### config.mk
export PLATFORM = sky130hd
export DESIGN_NAME = joint_frame_parser_xor_check_unit
export DESIGN_NICKNAME = d
export VERILOG_FILES = /design/src/sv/jfp_pkg.sv /design/src/sv/joint_frame_parser_xor_check_unit.sv /design/src/sv/jfp_ram.sv /design/src/sv/jfp_cfg.sv
export SDC_FILE = /design/constraint.sdc
export NUM_CORES = 1
export LEC_CHECK = 0
export BUFFER_PORTS_ARGS = -buffer_cell sky130_fd_sc_hd__buf_2
export CORE_MARGIN = 2
export CORE_UTILIZATION = 51
export DETAILED_ROUTE_END_ITERATION = 10
export PLACE_DENSITY = 0.7
export SETUP_SLACK_MARGIN = 0.02
export SKIP_CTS_REPAIR_TIMING = 1
export SYNTH_ARGS = -nofsm -noshare
export SYNTH_HDL_FRONTEND = slang
export SYNTH_HIERARCHICAL = 1
export SYNTH_SLANG_ARGS = --single-unit
export TNS_END_PERCENT = 1
### constraint.sdc
create_clock -name aclk -period 11.8 [get_ports aclk]
set_input_delay 2.95 -clock aclk [delete_from_list [all_inputs] [get_ports aclk]]
set_output_delay 2.95 -clock aclk [all_outputs]
set_load 0.01 [all_outputs]
### src/sv/jfp_pkg.sv
// Shared types, sizes and codes of the joint frame parser.
`timescale 1ns / 1ps
`default_nettype none

package jfp_pkg;

    // Largest entry count a frame may carry.
    localparam int MAX_ENTRIES = 5;
    // Bytes per entry: id byte plus four angle bytes.
    localparam int ENTRY_BYTES = 5;
    localparam int STORE_DEPTH = MAX_ENTRIES * ENTRY_BYTES;
    localparam int ADDR_W      = $clog2(STORE_DEPTH);
    localparam int IDX_W       = $clog2(STORE_DEPTH + 1);
    localparam int CNT_W       = $clog2(MAX_ENTRIES + 1);
    localparam int POS_W       = $clog2(ENTRY_BYTES);

    // APB register map
    localparam int PADDR_W = 4;
    localparam logic [1:0] REG_FIRST_SYNC  = 2'd0;
    localparam logic [1:0] REG_SECOND_SYNC = 2'd1;
    localparam logic [1:0] REG_TIMEOUT     = 2'd2;

    localparam logic [7:0] FIRST_SYNC_RST  = 8'hAA;
    localparam logic [7:0] SECOND_SYNC_RST = 8'h55;
    localparam logic [7:0] TIMEOUT_RST     = 8'd50;

    // Input action codes
    localparam logic [1:0] ACT_BYTE  = 2'd0;
    localparam logic [1:0] ACT_TICK  = 2'd1;
    localparam logic [1:0] ACT_LERR  = 2'd2;

    // Result status codes
    localparam logic STAT_OK     = 1'b0;
    localparam logic STAT_BADSUM = 1'b1;

    typedef struct packed {
        logic [1:0] action;
        logic [7:0] rx_byte;
    } in_t;

    typedef struct packed {
        logic        status;
        logic [7:0]  joint_id;
        logic        id_in_range;
        logic [31:0] angle_bits;
        logic        last;
    } out_t;

    typedef struct packed {
        logic [7:0] first_sync;
        logic [7:0] second_sync;
        logic [7:0] timeout;
    } cfg_t;

endpackage

`default_nettype wire

### src/sv/joint_frame_parser_xor_check_unit.sv
// Joint frame parser: sync hunt, count, payload buffer in RAM, XOR check, entry emit.
//
// Each input item is a received byte, a millisecond tick or a line-error
// event. Most items leave s_ready high. The checksum byte of a frame is
// the exception. A bad checksum queues one error result, which waits in
// ST_PUSH for the output register. A good checksum replays the buffered
// payload out of the payload RAM through its single registered read
// port, each byte passing ST_RD and then ST_CAP, and each entry then
// passing ST_PUSH, which waits for the output register; no new item is
// taken until the last entry of the frame is pushed. The output
// register decouples the sides: the last result of a frame can wait on
// m_ready while new items flow in.
// Payload bytes are written only while hunting/receiving and read only
// during replay, so the RAM never sees a write and read of the same entry
// in flight. Entries never written in the current frame are never read.
// Configuration (sync bytes, idle timeout) sits behind the APB port.
`timescale 1ns / 1ps
`default_nettype none

module joint_frame_parser_xor_check_unit (
    input  wire logic                        aclk,
    input  wire logic                        aresetn,
    // input item channel
    input  wire logic                        s_valid,
    output logic                             s_ready,
    input  wire jfp_pkg::in_t                s_data,
    // result item channel
    output logic                             m_valid,
    input  wire logic                        m_ready,
    output jfp_pkg::out_t                    m_data,
    // configuration
    input  wire logic                        psel,
    input  wire logic                        penable,
    input  wire logic                        pwrite,
    input  wire logic [jfp_pkg::PADDR_W-1:0] paddr,
    input  wire logic [31:0]                 pwdata,
    output logic      [31:0]                 prdata,
    output logic                             pready
);

    localparam int ADDR_W = jfp_pkg::ADDR_W;
    localparam int IDX_W  = jfp_pkg::IDX_W;
    localparam int CNT_W  = jfp_pkg::CNT_W;
    localparam int POS_W  = jfp_pkg::POS_W;

    typedef enum logic [1:0] {
        PH_HUNT1,
        PH_HUNT2,
        PH_COUNT,
        PH_PAYLOAD
    } phase_t;

    typedef enum logic [1:0] {
        ST_IDLE,
        ST_RD,
        ST_CAP,
        ST_PUSH
    } ctl_t;

    jfp_pkg::cfg_t cfg;

    jfp_cfg u_cfg (
        .aclk    (aclk),
        .aresetn (aresetn),
        .psel    (psel),
        .penable (penable),
        .pwrite  (pwrite),
        .paddr   (paddr),
        .pwdata  (pwdata),
        .prdata  (prdata),
        .pready  (pready),
        .cfg     (cfg)
    );

    // ---------------- state ----------------
    phase_t            phase_reg,     phase_next;
    ctl_t              ctl_reg,       ctl_next;
    logic [7:0]        idle_reg,      idle_next;
    logic [CNT_W-1:0]  total_reg,     total_next;
    logic [IDX_W-1:0]  flen_reg,      flen_next;   // total * entry bytes
    logic [IDX_W-1:0]  pidx_reg,      pidx_next;
    logic [7:0]        xor_reg,       xor_next;
    logic              err_reg,       err_next;    // pending result is bad sum
    logic [CNT_W-1:0]  ent_reg,       ent_next;    // entry being replayed
    logic [POS_W-1:0]  pos_reg,       pos_next;    // byte within entry
    logic [ADDR_W-1:0] raddr_reg,     raddr_next;
    logic [7:0]        id_reg,        id_next;
    logic [31:0]       ang_reg,       ang_next;
    logic              m_valid_reg,   m_valid_next;
    jfp_pkg::out_t     m_data_reg,    m_data_next;

    // ---------------- payload RAM ----------------
    logic              ram_we;
    logic [ADDR_W-1:0] ram_waddr;
    logic [7:0]        ram_wdata;
    logic [7:0]        ram_rdata;

    jfp_ram #(
        .WIDTH (8),
        .DEPTH (jfp_pkg::STORE_DEPTH)
    ) u_store (
        .aclk  (aclk),
        .we    (ram_we),
        .waddr (ram_waddr),
        .wdata (ram_wdata),
        .raddr (raddr_reg),
        .rdata (ram_rdata)
    );

    logic       accept;
    logic       out_free;
    logic [7:0] b;
    logic [7:0] idle_inc;
    logic       last_ent;
    logic       id_ok;

    assign s_ready  = (ctl_reg == ST_IDLE);
    assign accept   = s_valid && s_ready;
    assign out_free = !m_valid_reg || m_ready;
    assign b        = s_data.rx_byte;
    assign idle_inc = (idle_reg == 8'hFF) ? idle_reg : idle_reg + 8'd1;
    assign last_ent = ((ent_reg + CNT_W'(1)) == total_reg);
    assign id_ok    = (id_reg >= 8'd1) && (id_reg <= 8'(jfp_pkg::MAX_ENTRIES));

    assign m_valid  = m_valid_reg;
    assign m_data   = m_data_reg;

    assign ram_waddr = pidx_reg[ADDR_W-1:0];
    assign ram_wdata = b;

    always_comb begin
        phase_next   = phase_reg;
        ctl_next     = ctl_reg;
        idle_next    = idle_reg;
        total_next   = total_reg;
        flen_next    = flen_reg;
        pidx_next    = pidx_reg;
        xor_next     = xor_reg;
        err_next     = err_reg;
        ent_next     = ent_reg;
        pos_next     = pos_reg;
        raddr_next   = raddr_reg;
        id_next      = id_reg;
        ang_next     = ang_reg;
        m_valid_next = m_valid_reg;
        m_data_next  = m_data_reg;
        ram_we       = 1'b0;

        if (m_valid_reg && m_ready) begin
            m_valid_next = 1'b0;
        end

        unique case (ctl_reg)
            ST_IDLE: begin
                if (accept) begin
                    priority case (s_data.action)
                        jfp_pkg::ACT_BYTE: begin
                            idle_next = 8'd0;
                            unique case (phase_reg)
                                PH_HUNT1: begin
                                    if (b == cfg.first_sync) phase_next = PH_HUNT2;
                                end
                                PH_HUNT2: begin
                                    // equal sync registers: second sync wins
                                    if (b == cfg.second_sync) begin
                                        phase_next = PH_COUNT;
                                    end else if (b != cfg.first_sync) begin
                                        phase_next = PH_HUNT1;
                                    end
                                end
                                PH_COUNT: begin
                                    if (b == 8'd0 || b > 8'(jfp_pkg::MAX_ENTRIES)) begin
                                        phase_next = PH_HUNT1;
                                    end else begin
                                        total_next = b[CNT_W-1:0];
                                        flen_next  = IDX_W'(b[CNT_W-1:0])
                                                   * IDX_W'(jfp_pkg::ENTRY_BYTES);
                                        xor_next   = b;
                                        pidx_next  = '0;
                                        phase_next = PH_PAYLOAD;
                                    end
                                end
                                PH_PAYLOAD: begin
                                    if (pidx_reg < flen_reg) begin
                                        ram_we    = 1'b1;
                                        xor_next  = xor_reg ^ b;
                                        pidx_next = pidx_reg + IDX_W'(1);
                                    end else begin
                                        // checksum byte closes the frame
                                        phase_next = PH_HUNT1;
                                        pidx_next  = '0;
                                        if (b != xor_reg) begin
                                            err_next = 1'b1;
                                            ctl_next = ST_PUSH;
                                        end else begin
                                            err_next   = 1'b0;
                                            ent_next   = '0;
                                            pos_next   = '0;
                                            raddr_next = '0;
                                            ctl_next   = ST_RD;
                                        end
                                    end
                                end
                                default: ;
                            endcase
                        end
                        jfp_pkg::ACT_TICK: begin
                            idle_next = idle_inc;
                            if (phase_reg != PH_HUNT1 && idle_inc > cfg.timeout) begin
                                phase_next = PH_HUNT1;
                                pidx_next  = '0;
                            end
                        end
                        jfp_pkg::ACT_LERR: begin
                            phase_next = PH_HUNT1;
                            pidx_next  = '0;
                        end
                        default: ;  // unused action code
                    endcase
                end
            end
            ST_RD: begin
                // address is on the RAM this cycle, data lands next cycle
                ctl_next = ST_CAP;
            end
            ST_CAP: begin
                raddr_next = raddr_reg + ADDR_W'(1);
                if (pos_reg == '0) begin
                    id_next = ram_rdata;
                end else begin
                    ang_next = {ram_rdata, ang_reg[31:8]};
                end
                if (pos_reg == POS_W'(jfp_pkg::ENTRY_BYTES - 1)) begin
                    ctl_next = ST_PUSH;
                end else begin
                    pos_next = pos_reg + POS_W'(1);
                    ctl_next = ST_RD;
                end
            end
            ST_PUSH: begin
                if (out_free) begin
                    m_valid_next = 1'b1;
                    if (err_reg) begin
                        m_data_next.status      = jfp_pkg::STAT_BADSUM;
                        m_data_next.joint_id    = 8'd0;
                        m_data_next.id_in_range = 1'b0;
                        m_data_next.angle_bits  = 32'd0;
                        m_data_next.last        = 1'b1;
                        ctl_next                = ST_IDLE;
                    end else begin
                        m_data_next.status      = jfp_pkg::STAT_OK;
                        m_data_next.joint_id    = id_reg;
                        m_data_next.id_in_range = id_ok;
                        m_data_next.angle_bits  = ang_reg;
                        m_data_next.last        = last_ent;
                        if (last_ent) begin
                            ctl_next = ST_IDLE;
                        end else begin
                            ent_next = ent_reg + CNT_W'(1);
                            pos_next = '0;
                            ctl_next = ST_RD;
                        end
                    end
                end
            end
            default: ;
        endcase
    end

    always_ff @(posedge aclk) begin
        if (!aresetn) begin
            phase_reg   <= PH_HUNT1;
            ctl_reg     <= ST_IDLE;
            idle_reg    <= 8'd0;
            total_reg   <= '0;
            flen_reg    <= '0;
            pidx_reg    <= '0;
            xor_reg     <= 8'd0;
            err_reg     <= 1'b0;
            m_valid_reg <= 1'b0;
        end else begin
            phase_reg   <= phase_next;
            ctl_reg     <= ctl_next;
            idle_reg    <= idle_next;
            total_reg   <= total_next;
            flen_reg    <= flen_next;
            pidx_reg    <= pidx_next;
            xor_reg     <= xor_next;
            err_reg     <= err_next;
            m_valid_reg <= m_valid_next;
        end
        ent_reg    <= ent_next;
        pos_reg    <= pos_next;
        raddr_reg  <= raddr_next;
        id_reg     <= id_next;
        ang_reg    <= ang_next;
        m_data_reg <= m_data_next;
    end

endmodule

`default_nettype wire

### src/sv/jfp_ram.sv
// Generic single-write, single-read RAM with registered read data.
`timescale 1ns / 1ps
`default_nettype none

module jfp_ram #(
    parameter int WIDTH = 8,
    parameter int DEPTH = 32
) (
    input  wire logic                     aclk,
    input  wire logic                     we,
    input  wire logic [$clog2(DEPTH)-1:0] waddr,
    input  wire logic [WIDTH-1:0]         wdata,
    input  wire logic [$clog2(DEPTH)-1:0] raddr,
    output logic      [WIDTH-1:0]         rdata
);

    logic [WIDTH-1:0] mem [DEPTH];

    always_ff @(posedge aclk) begin
        if (we) begin
            mem[waddr] <= wdata;
        end
        rdata <= mem[raddr];
    end

endmodule

`default_nettype wire

### src/sv/jfp_cfg.sv
// APB register file: sync bytes and idle timeout.
`timescale 1ns / 1ps
`default_nettype none

module jfp_cfg (
    input  wire logic                        aclk,
    input  wire logic                        aresetn,
    input  wire logic                        psel,
    input  wire logic                        penable,
    input  wire logic                        pwrite,
    input  wire logic [jfp_pkg::PADDR_W-1:0] paddr,
    input  wire logic [31:0]                 pwdata,
    output logic      [31:0]                 prdata,
    output logic                             pready,
    output jfp_pkg::cfg_t                    cfg
);

    jfp_pkg::cfg_t cfg_reg;
    logic [1:0]    reg_sel;
    logic          wr_en;

    assign pready  = 1'b1;
    assign reg_sel = paddr[3:2];
    assign wr_en   = psel && penable && pwrite;
    assign cfg     = cfg_reg;

    always_ff @(posedge aclk) begin
        if (!aresetn) begin
            cfg_reg.first_sync  <= jfp_pkg::FIRST_SYNC_RST;
            cfg_reg.second_sync <= jfp_pkg::SECOND_SYNC_RST;
            cfg_reg.timeout     <= jfp_pkg::TIMEOUT_RST;
        end else if (wr_en) begin
            unique case (reg_sel)
                jfp_pkg::REG_FIRST_SYNC:  cfg_reg.first_sync  <= pwdata[7:0];
                jfp_pkg::REG_SECOND_SYNC: cfg_reg.second_sync <= pwdata[7:0];
                jfp_pkg::REG_TIMEOUT:     cfg_reg.timeout     <= pwdata[7:0];
                default: ;
            endcase
        end
    end

    always_comb begin
        unique case (reg_sel)
            jfp_pkg::REG_FIRST_SYNC:  prdata = {24'd0, cfg_reg.first_sync};
            jfp_pkg::REG_SECOND_SYNC: prdata = {24'd0, cfg_reg.second_sync};
            jfp_pkg::REG_TIMEOUT:     prdata = {24'd0, cfg_reg.timeout};
            default:                  prdata = 32'd0;
        endcase
    end

endmodule

`default_nettype wire
## After elaboration in Yosys (flattened, before gate mapping)

Memory sizes are Yosys's and may differ from the RTL's. A register that Yosys moved wholly into a read port is not among the register bits.
Index checks and enable logic that the tools add are counted.

| cells by class | value |
|---|---|
| add/sub/neg operators | 5 |
| $mul | 1 |
| order comparisons | 5 |
| equal/unequal tests | 34 |
| mux-type cells | 61 |
| bitwise operators | 4 |
| reductions and logical operators | 38 |

Operator list:

| kind | number |
|---|---|
| $mux W43 | 1 |
| $mux W5 | 8 |
| $mux W3 | 12 |
| $pmux W8 S2 | 2 |
| $mux W2 | 13 |
| $mux W8 | 3 |
| $pmux W8 S3 | 1 |
| $pmux W5 S2 | 2 |
| $ne A2 B2 Y1 const B | 9 |
| $reduce_and A6 Y1 | 3 |
| $eq A8 B8 Y1 | 2 |
| $ne A8 B8 Y1 | 2 |
| $pmux W2 S4 | 2 |
| $pmux W5 S3 | 1 |
| $reduce_and A5 Y1 | 3 |
| $mux W1 | 13 |
| $eq A2 B2 Y1 const B | 6 |
| $reduce_and A2 Y1 | 6 |
| $add A5 B1 Y5 const B | 2 |
| $reduce_and A10 Y1 | 1 |
| $reduce_bool A2 Y1 | 5 |
| $ne A3 B3 Y1 const B | 3 |
| $pmux W3 S3 | 1 |
| $reduce_and A9 Y1 | 1 |
| 28 further kinds | 46 |

| word-level totals | value |
|---|---|
| register bits after elaboration | 153 |
| memory bits (writable) | 200 |
| logic and storage cells | 171 |
| memories kept | 1 |

Memories:

| name | words | width | rd ports | clocked after Yosys merged registers in | write ports | RTL line | source |
|---|---|---|---|---|---|---|---|
| u_store.mem | 25 | 8 | 1 | 1 | 1 | jfp_ram.sv:17 | `logic [WIDTH-1:0] mem [DEPTH];` |

## Depth between registers and ports, before layout

Gate-level depths: netlist of run 1.

| depth | value |
|---|---|
| word-level depth | 8 |
| depth in mapped cells | 12 |
| mapped depth without buffers | 12 |

## Hierarchy

Netlist of run 1, hierarchy kept.

Modules (own cells, without submodules):

| module | instances | cells each | area each (um^2) |
|---|---|---|---|
| jfp_ram | 1 | 460 | 8097.8 |
| joint_frame_parser_xor_check_unit | 1 | 509 | 5958.2 |
| jfp_cfg | 1 | 156 | 1367.6 |

## Worst setup path after synthesis of run 1

Ideal clock, no wire load.

| timing path | value |
|---|---|
| path kind | input -> output |
| from | input port paddr[2] in the netlist's numbering |
| to | output port prdata[0] |
| arrival time | 3.682 ns |
| data required time | 8.850 ns |
| setup slack | 5.168 ns |
| stages | 4 |
| path buffers | 2 |
| cell sequence | buf_4 -> buf_2 -> mux2i_1 -> o21ai_0 |

| between the ends | value |
|---|---|
| word-level cells in the longest chain between the ends | 2 |

Ends and longest elaborated chain:

| element | RTL line | source |
|---|---|---|
| from (decl) | joint_frame_parser_xor_check_unit.sv:35 | `input wire logic [jfp_pkg::PADDR_W-1:0] paddr,` |
| $eq A2 B2 Y1, or another cell as far along | jfp_cfg.sv:43 | `unique case (reg_sel)` |
| $pmux W8 S3 * | jfp_cfg.sv:43 |  |
| to (decl) | joint_frame_parser_xor_check_unit.sv:37 | `output logic [31:0] prdata,` |

Mark *: on every way between the ends. The rest lies on a longest branch, timed or not.

## Final worst setup path of run 1

| timing path | value |
|---|---|
| from | input port paddr[3] in the netlist's numbering |
| to | output port prdata[1] |

Same word-level chain as after synthesis.

==> results by group, run 1 <==
Floorplanning
  – Initial Util: 51.90%
  – Io pins: 131
  – Core Box Area: 29720 um2
  – Die Y: between 150 and 200 um
  – Site row count: 63
  – Die Area: between 30000 and 40000 um2
  – Die Span X: 177.9 um

Logic synthesis
  – Synth Flop Type: edfxtp_1
  – Syn Inst Count: 1125
  – EDFF count, synth: 294
  – Netlist area before placement: approximately 15000 um2
  – FFs w/ async S/R, synth: 0%
  – Mapped Avg Cell Area: 13.71 um2
  – Number of synthesized register bits: approximately 360
  – Post-synthesis sequential area ratio: about two thirds
  – Synth Warn #: 6
  – Number of unique standard cell types used by synthesis: 66

Route
  – Drt initial violations: 717
  – Routed WL: 30820 um
  – Vias per cell: 5.580
  – Wire per inst: around 19 um
  – Drt first pass iters: 5
  – Post-detailed-route count of antenna-violating nets: 0
  – DR vias: around 9000
  – DRC: 0

Pwr
  – Switching share of power: 24.59%
  – P_sw: 0.7498 mW
  – Peak VDD IR: 99.80 uV
  – LEAKAGE: between 6 and 7 nW
  – Flop pwr share: between 40% and 50%
  – Pwr dens: 176.5 nW/um2
  – Power Total: 3.049 mW
  – Comb pwr share: between 10 and 15%
  – P_int: around 2.3 mW
  – Clock power frac: 39.1%

Placed design
  – Routability congestion estimate: 0.7972
  – DP HPWL: 19320 um
  – IO Port Bufs: around 80
  – DP Worst Slack: 4.688 ns

Timing
  – Maximum clock rate: approximately 0.14 GHz
  – Final Hold Viols: 0
  – Final worst slack: approximately 4.7 ns
  – Final setup TNS: 0 ns
  – Period utilization: 60.29%
  – Slew Viols, Final: 0
  – Fin crit period: 7.114 ns
  – Worst slew pin tran: ~1.2 ns
  – Worst slew margin: roughly a fifth
  – RSZ-0062 raised after global routing: false
  – Layout Skew: 0.02641 ns
  – Final setup fails: 0
  – Worst hold margin: 0.4329 ns

Critical path
  – Setup Crit Path Kind: in -> out
  – Bufs and invs on worst path: 2
  – Worst EP arrival: approximately 4.2 ns
  – CP most frequent cell: buf_2
  – Slowest cell on the critical path: nor2b_1
  – Largest fanout on the critical path: 15
  – Reg2reg start: pidx_reg[2]
  – Worst endpoint required time: 8.85 ns
  – CP delay by family, top: simple AND/OR/NAND/NOR gates
  – CP Capture Type: output port
  – CP max stage delay: 0.61 ns
  – Worst-path cell chain: buf_2 -> nor2b_1 -> nand2_1 -> o21ai_0 -> buf_2
  – Worst Setup SP: paddr[3]
  – Startpoint types: primary input

Worst hold path
  – Hold WC Path Type: reg -> reg
  – Min-Delay Startpoint: u_store/rdata[3]

Clock network
  – CTS root buffer: clkbuf_16
  – Clock Latency Late Sink: 0.54 ns
  – Clock transition at path regs: approximately 0.06 ns
  – CTS tree: built
  – Clock buffer count from CTS: 38
  – Clock buffer depth: 3
  – CTS H-tree depth: 2
  – TritonCTS Sinks: approximately 360

Finish
  – # diodes: 0
  – Commonest non-fill, non-tap cell in the layout: edfxtp_1
  – Final-layout fill cell count: 2354
  – Nets: 1276
  – Share of layout cells above drive strength 1: 14.52%
  – Area grow syn2layout: 11.97%
  – Multi-input gate area: ~4800 um2
  – Max FFs per register: 200
  – Commonest cells after routing, fill and taps aside: 294 x edfxtp_1, 111 x mux2i_1, 79 x buf_2, 71 x nand2_1, 67 x nor2_1
  – FF+latch area: 10130 um2

Global route
  – Vias in the first global route: ~9000
  – Pin count of the biggest net entering global routing: 53
  – Total track usage: 19.74%
  – Initial antenna violation count: 0
  – First-pass GRT wire length: around 48000 um
  – GRT overflow: 0

Run
  – Max-cap viol count: 0

Run status
  – Result of the run: complete, no violations
cells by family after synthesis:
| family | Yosys count | share of synthesized area [%] |
|---|---|---|
| fa+ha+maj | 27 | 2.190 |
| buf+inv | 105 | 3.675 |
| compound gates | 143 | 6.052 |
| flops | 359 | 65.68 |
| simple gates | 328 | 11.21 |
| other cells | 2 | 0.04869 |
| mux | 125 | 9.102 |
| xor+xnor | 36 | 2.044 |
through the flow:
stage	std cells	util [%]	instance area, um2
2_1_floorplan	1148	-	15510
3_3_place_gp	1546	53.88	16010
3_5_place_dp	1546	53.88	16010
4_1_cts	1616	58.11	17270
5_1_grt	1616	58.11	17270
6_report	1616	58.11	17270
metal layers:
layer / wire, um / vias to the layer above / GRT usage (%)
met5: 0 / - / 0
met4: 599 / 0 / 5.260
met3: 1712 / 52 / 3.149
met2: 14730 / 283 / 32.70
met1: 13770 / 4433 / 27.20
li1: - / 4249 / -
power by group through the flow:
stage / combinational, mW / clock (mW) / sequential (mW)
after floorplan: 0.250 / 0 / 1.53
after global placement: 0.340 / 0 / 1.54
after detailed placement: 0.347 / 0 / 1.54
after CTS: 0.349 / 1.22 / 1.51
after global routing: 0.382 / 1.26 / 1.52
final: 0.344 / 1.19 / 1.51
final timing paths:
kind | endpoint | slack (ns) | cells past startpoint
setup / recovery | prdata[1] | 4.69 | 5
hold reg to reg | ang_reg[27] | 0.43 | 0
hold / removal | ang_reg[27] | 0.43 | 0
setup reg to reg | u_store/mem[24][7] | 7.77 | 7
cells in the mapped netlist (all sizes together), types with 5 or more instances:
master | number | area, um2
nor2 | 68 | 257.8
clkbuf | 27 | 105.1
nand2 | 71 | 266.5
nand2b | 7 | 43.79
nand4 | 6 | 37.54
edfxtp | 294 | 8828
or3b | 6 | 52.56
nand3 | 32 | 165.2
mux2i | 111 | 1111
buf | 53 | 367.9
ha | 27 | 337.8
mux4 | 11 | 259.0
o211ai | 5 | 37.54
xnor2 | 14 | 122.6
a22oi | 24 | 180.2
and2 | 13 | 81.33
a21oi | 48 | 240.2
and3 | 12 | 77.57
inv | 25 | 93.84
nand3b | 12 | 90.09
xor2 | 22 | 192.7
nor3 | 14 | 75.07
a32oi | 6 | 52.55
nor4 | 8 | 65.06
a311oi | 5 | 50.04
dfxtp | 65 | 1301
nor2b | 68 | 432.9
a31oi | 6 | 52.55
o21ai | 29 | 156.4
cell type report:
class                      instances  share of cell area [%]
multi-input combinational        684                   28.01
sequential                       359                   58.66
inverter                          25                  0.5434
tap                              390                   2.826
clock inverter                    24                   1.543
timing repair buffer              88                   2.681
clock buffer                      46                   5.738
worst register-to-register path: cells and delay by family, from the launching register on:
kind | cells | cell delay [ns]
AND/OR/NAND/NOR | 3 | 2.11
AO/OA/AOI/OAI | 3 | 0.63
flip-flops | 1 | 0.57
adder cells (fa/ha/maj) | 1 | 0.33
Note: power is estimated with default switching activity, not from simulation.
==> run 2, diff against run 1 <==
==> constraint.sdc (replaced) <==
create_clock -name aclk -period 7.4 [get_ports aclk]
set_input_delay 1.85 -clock aclk [delete_from_list [all_inputs] [get_ports aclk]]
set_output_delay 1.85 -clock aclk [all_outputs]
set_load 0.01 [all_outputs]
==> results by group, run 2 (same netlist as run 1, synthesis figures left out) <==
Run status
  – Result of the run: complete, no violations

Route
  – DR vias: between 9000 and 10000
  – Drt initial violations: 653
  – Drt first pass iters: 7
  – Post-detailed-route count of antenna-violating nets: 0
  – Wire per inst: 19.05 um
  – DRC: 0
  – Vias per cell: 5.586
  – Routed WL: 30770 um

Finish
  – Max FFs per register: 200
  – # diodes: 0
  – Final-layout fill cell count: 2331
  – Area grow syn2layout: 11.41%
  – Nets: 1278
  – Commonest cells after routing, fill and taps aside: 294 x edfxtp_1, 111 x mux2i_1, 79 x buf_2, 71 x nand2_1, 67 x nor2_1
  – Commonest non-fill, non-tap cell in the layout: edfxtp_1
  – Share of layout cells above drive strength 1: 14.20%
  – Non-filler instance count after layout: around 1600

Clock network
  – CTS root buffer: clkbuf_16
  – Clock transition at path regs: 0.06 ns
  – TritonCTS Sinks: 359
  – Clock Latency Late Sink: roughly 0.53 ns
  – Clock buffer depth: 3
  – Clock buffer count from CTS: 37
  – CTS H-tree depth: 2
  – CTS tree: built

Floorplanning
  – Io pins: 131
  – Core Box Area: 29720 um2
  – Site row count: 63
  – Die Span X: between 150 and 200 um
  – Die Area: 31650 um2
  – Die Y: 177.9 um
  – Initial Util: 51.90%

Critical path
  – R2R setup slack: 3.45 ns
  – Worst-path cell chain: buf_2 -> nor2b_1 -> nand2_1 -> o21ai_0 -> buf_2
  – WP depth: 5
  – CP delay by family, top: simple AND/OR/NAND/NOR gates
  – Reg2reg end: u_store/mem[24][3]
  – CP most frequent cell: buf_2
  – Setup Crit Path Kind: in -> out
  – Slowest cell on the critical path: nor2b_1
  – Setup crit end: prdata[1]
  – CP max stage delay: 0.61 ns
  – Startpoint types: primary input
  – Reg2reg start: pidx_reg[2]
  – Worst endpoint required time: 5.55 ns
  – CP Capture Type: output port
  – Worst Setup SP: paddr[3]
  – Largest fanout on the critical path: 15
  – Worst r2r path cells: 7
  – Bufs and invs on worst path: 2
  – Worst EP arrival: between 3 and 4 ns

Timing
  – RSZ-0062 raised after global routing: false
  – Final setup TNS: 0 ns
  – Fin crit period: 4.967 ns
  – Period utilization: 67.12%
  – Layout Skew: between 0.015 and 0.02 ns
  – Maximum clock rate: 0.2013 GHz
  – Slew Viols, Final: 0
  – Final worst slack: 2.433 ns
  – Worst hold margin: 0.4277 ns
  – Final Hold Viols: 0
  – Worst slew pin tran: 1.176 ns
  – Final setup fails: 0
  – Worst slew margin: a little over a fifth

Run
  – Max-cap viol count: 0

Global route
  – Total track usage: 19.68%
  – Initial antenna violation count: 0
  – Pin count of the biggest net entering global routing: 55
  – Vias in the first global route: around 8600
  – GRT overflow: 0
  – First-pass GRT wire length: approximately 48000 um

Pwr
  – Pwr dens: around 270 nW/um2
  – LEAKAGE: 6.187 nW
  – Peak VDD IR: 161.7 uV

Placed design
  – DP Worst Slack: 2.464 ns
  – IO Port Bufs: 79
  – Routability congestion estimate: about 0.82
  – DP HPWL: 19550 um
  – Placed cells: 1549

Worst hold path
  – Hold WC Path Type: reg -> reg
  – WHS Path Cells: 0
run 2: how the worst min path moves through the flow:
stage | startpoint | endpoint
detailed placement | u_store/rdata[4] | ang_reg[28]
global placement | u_store/rdata[1] | id_reg[1]
floorplan | u_store/rdata[0] | ang_reg[24]
finish | u_store/rdata[3] | id_reg[3]
global route | u_store/rdata[1] | id_reg[1]
CTS | u_store/rdata[3] | id_reg[3]
run 2: worst register-to-register path: stages (launching register included):
cell and delay, ns:
dfxtp_1 0.56, ha_1 0.32, a21oi_1 0.22, o21ai_4 0.11
a31o_2 0.30, nor3_1 0.46, or3b_2 0.61, nor3_1 0.98
run 2: metal layers:
layer / part of all wire, % / up-vias / wire, um / track usage, %
met5: 0 / - / 0 / 0
met4: 1.8 / 0 / 548 / 5.669
met3: 6.1 / 55 / 1877 / 3.792
met1: 44 / 4417 / 13640 / 26.90
met2: 48 / 293 / 14700 / 32.19
li1: - / 4257 / - / -
run 2: layout make-up:
| cell class | count | area (um2) | share of cell area (%) |
|---|---|---|---|
| Timing Repair Buffer | 91 | 485.5 | 2.825 |
| Sequential cell | 359 | 10130 | 58.95 |
| Multi-Input combinational cell | 684 | 4837 | 28.15 |
| Clock inverter | 19 | 165.2 | 0.9611 |
| Clock buffer | 47 | 984.7 | 5.730 |
| Tap cell | 390 | 488.0 | 2.840 |
| Inverter | 25 | 93.84 | 0.5461 |
run 2: through the flow:
stage	instance area [um2]	util (%)	power [mW]
after floorplan	15510	-	2.842
after global placement	16030	53.96	2.994
after detailed placement	16030	53.96	3.007
after CTS	17180	57.82	4.766
after global routing	17180	57.82	4.917
final	17180	57.82	4.722
run 2: report_power, final:
part	internal (mW)	switching [mW]	total, mW
logic	0.206	0.350	0.556
clock network	1.02	0.743	1.76
registers	2.35	0.0557	2.41
total	3.57	1.15	4.72
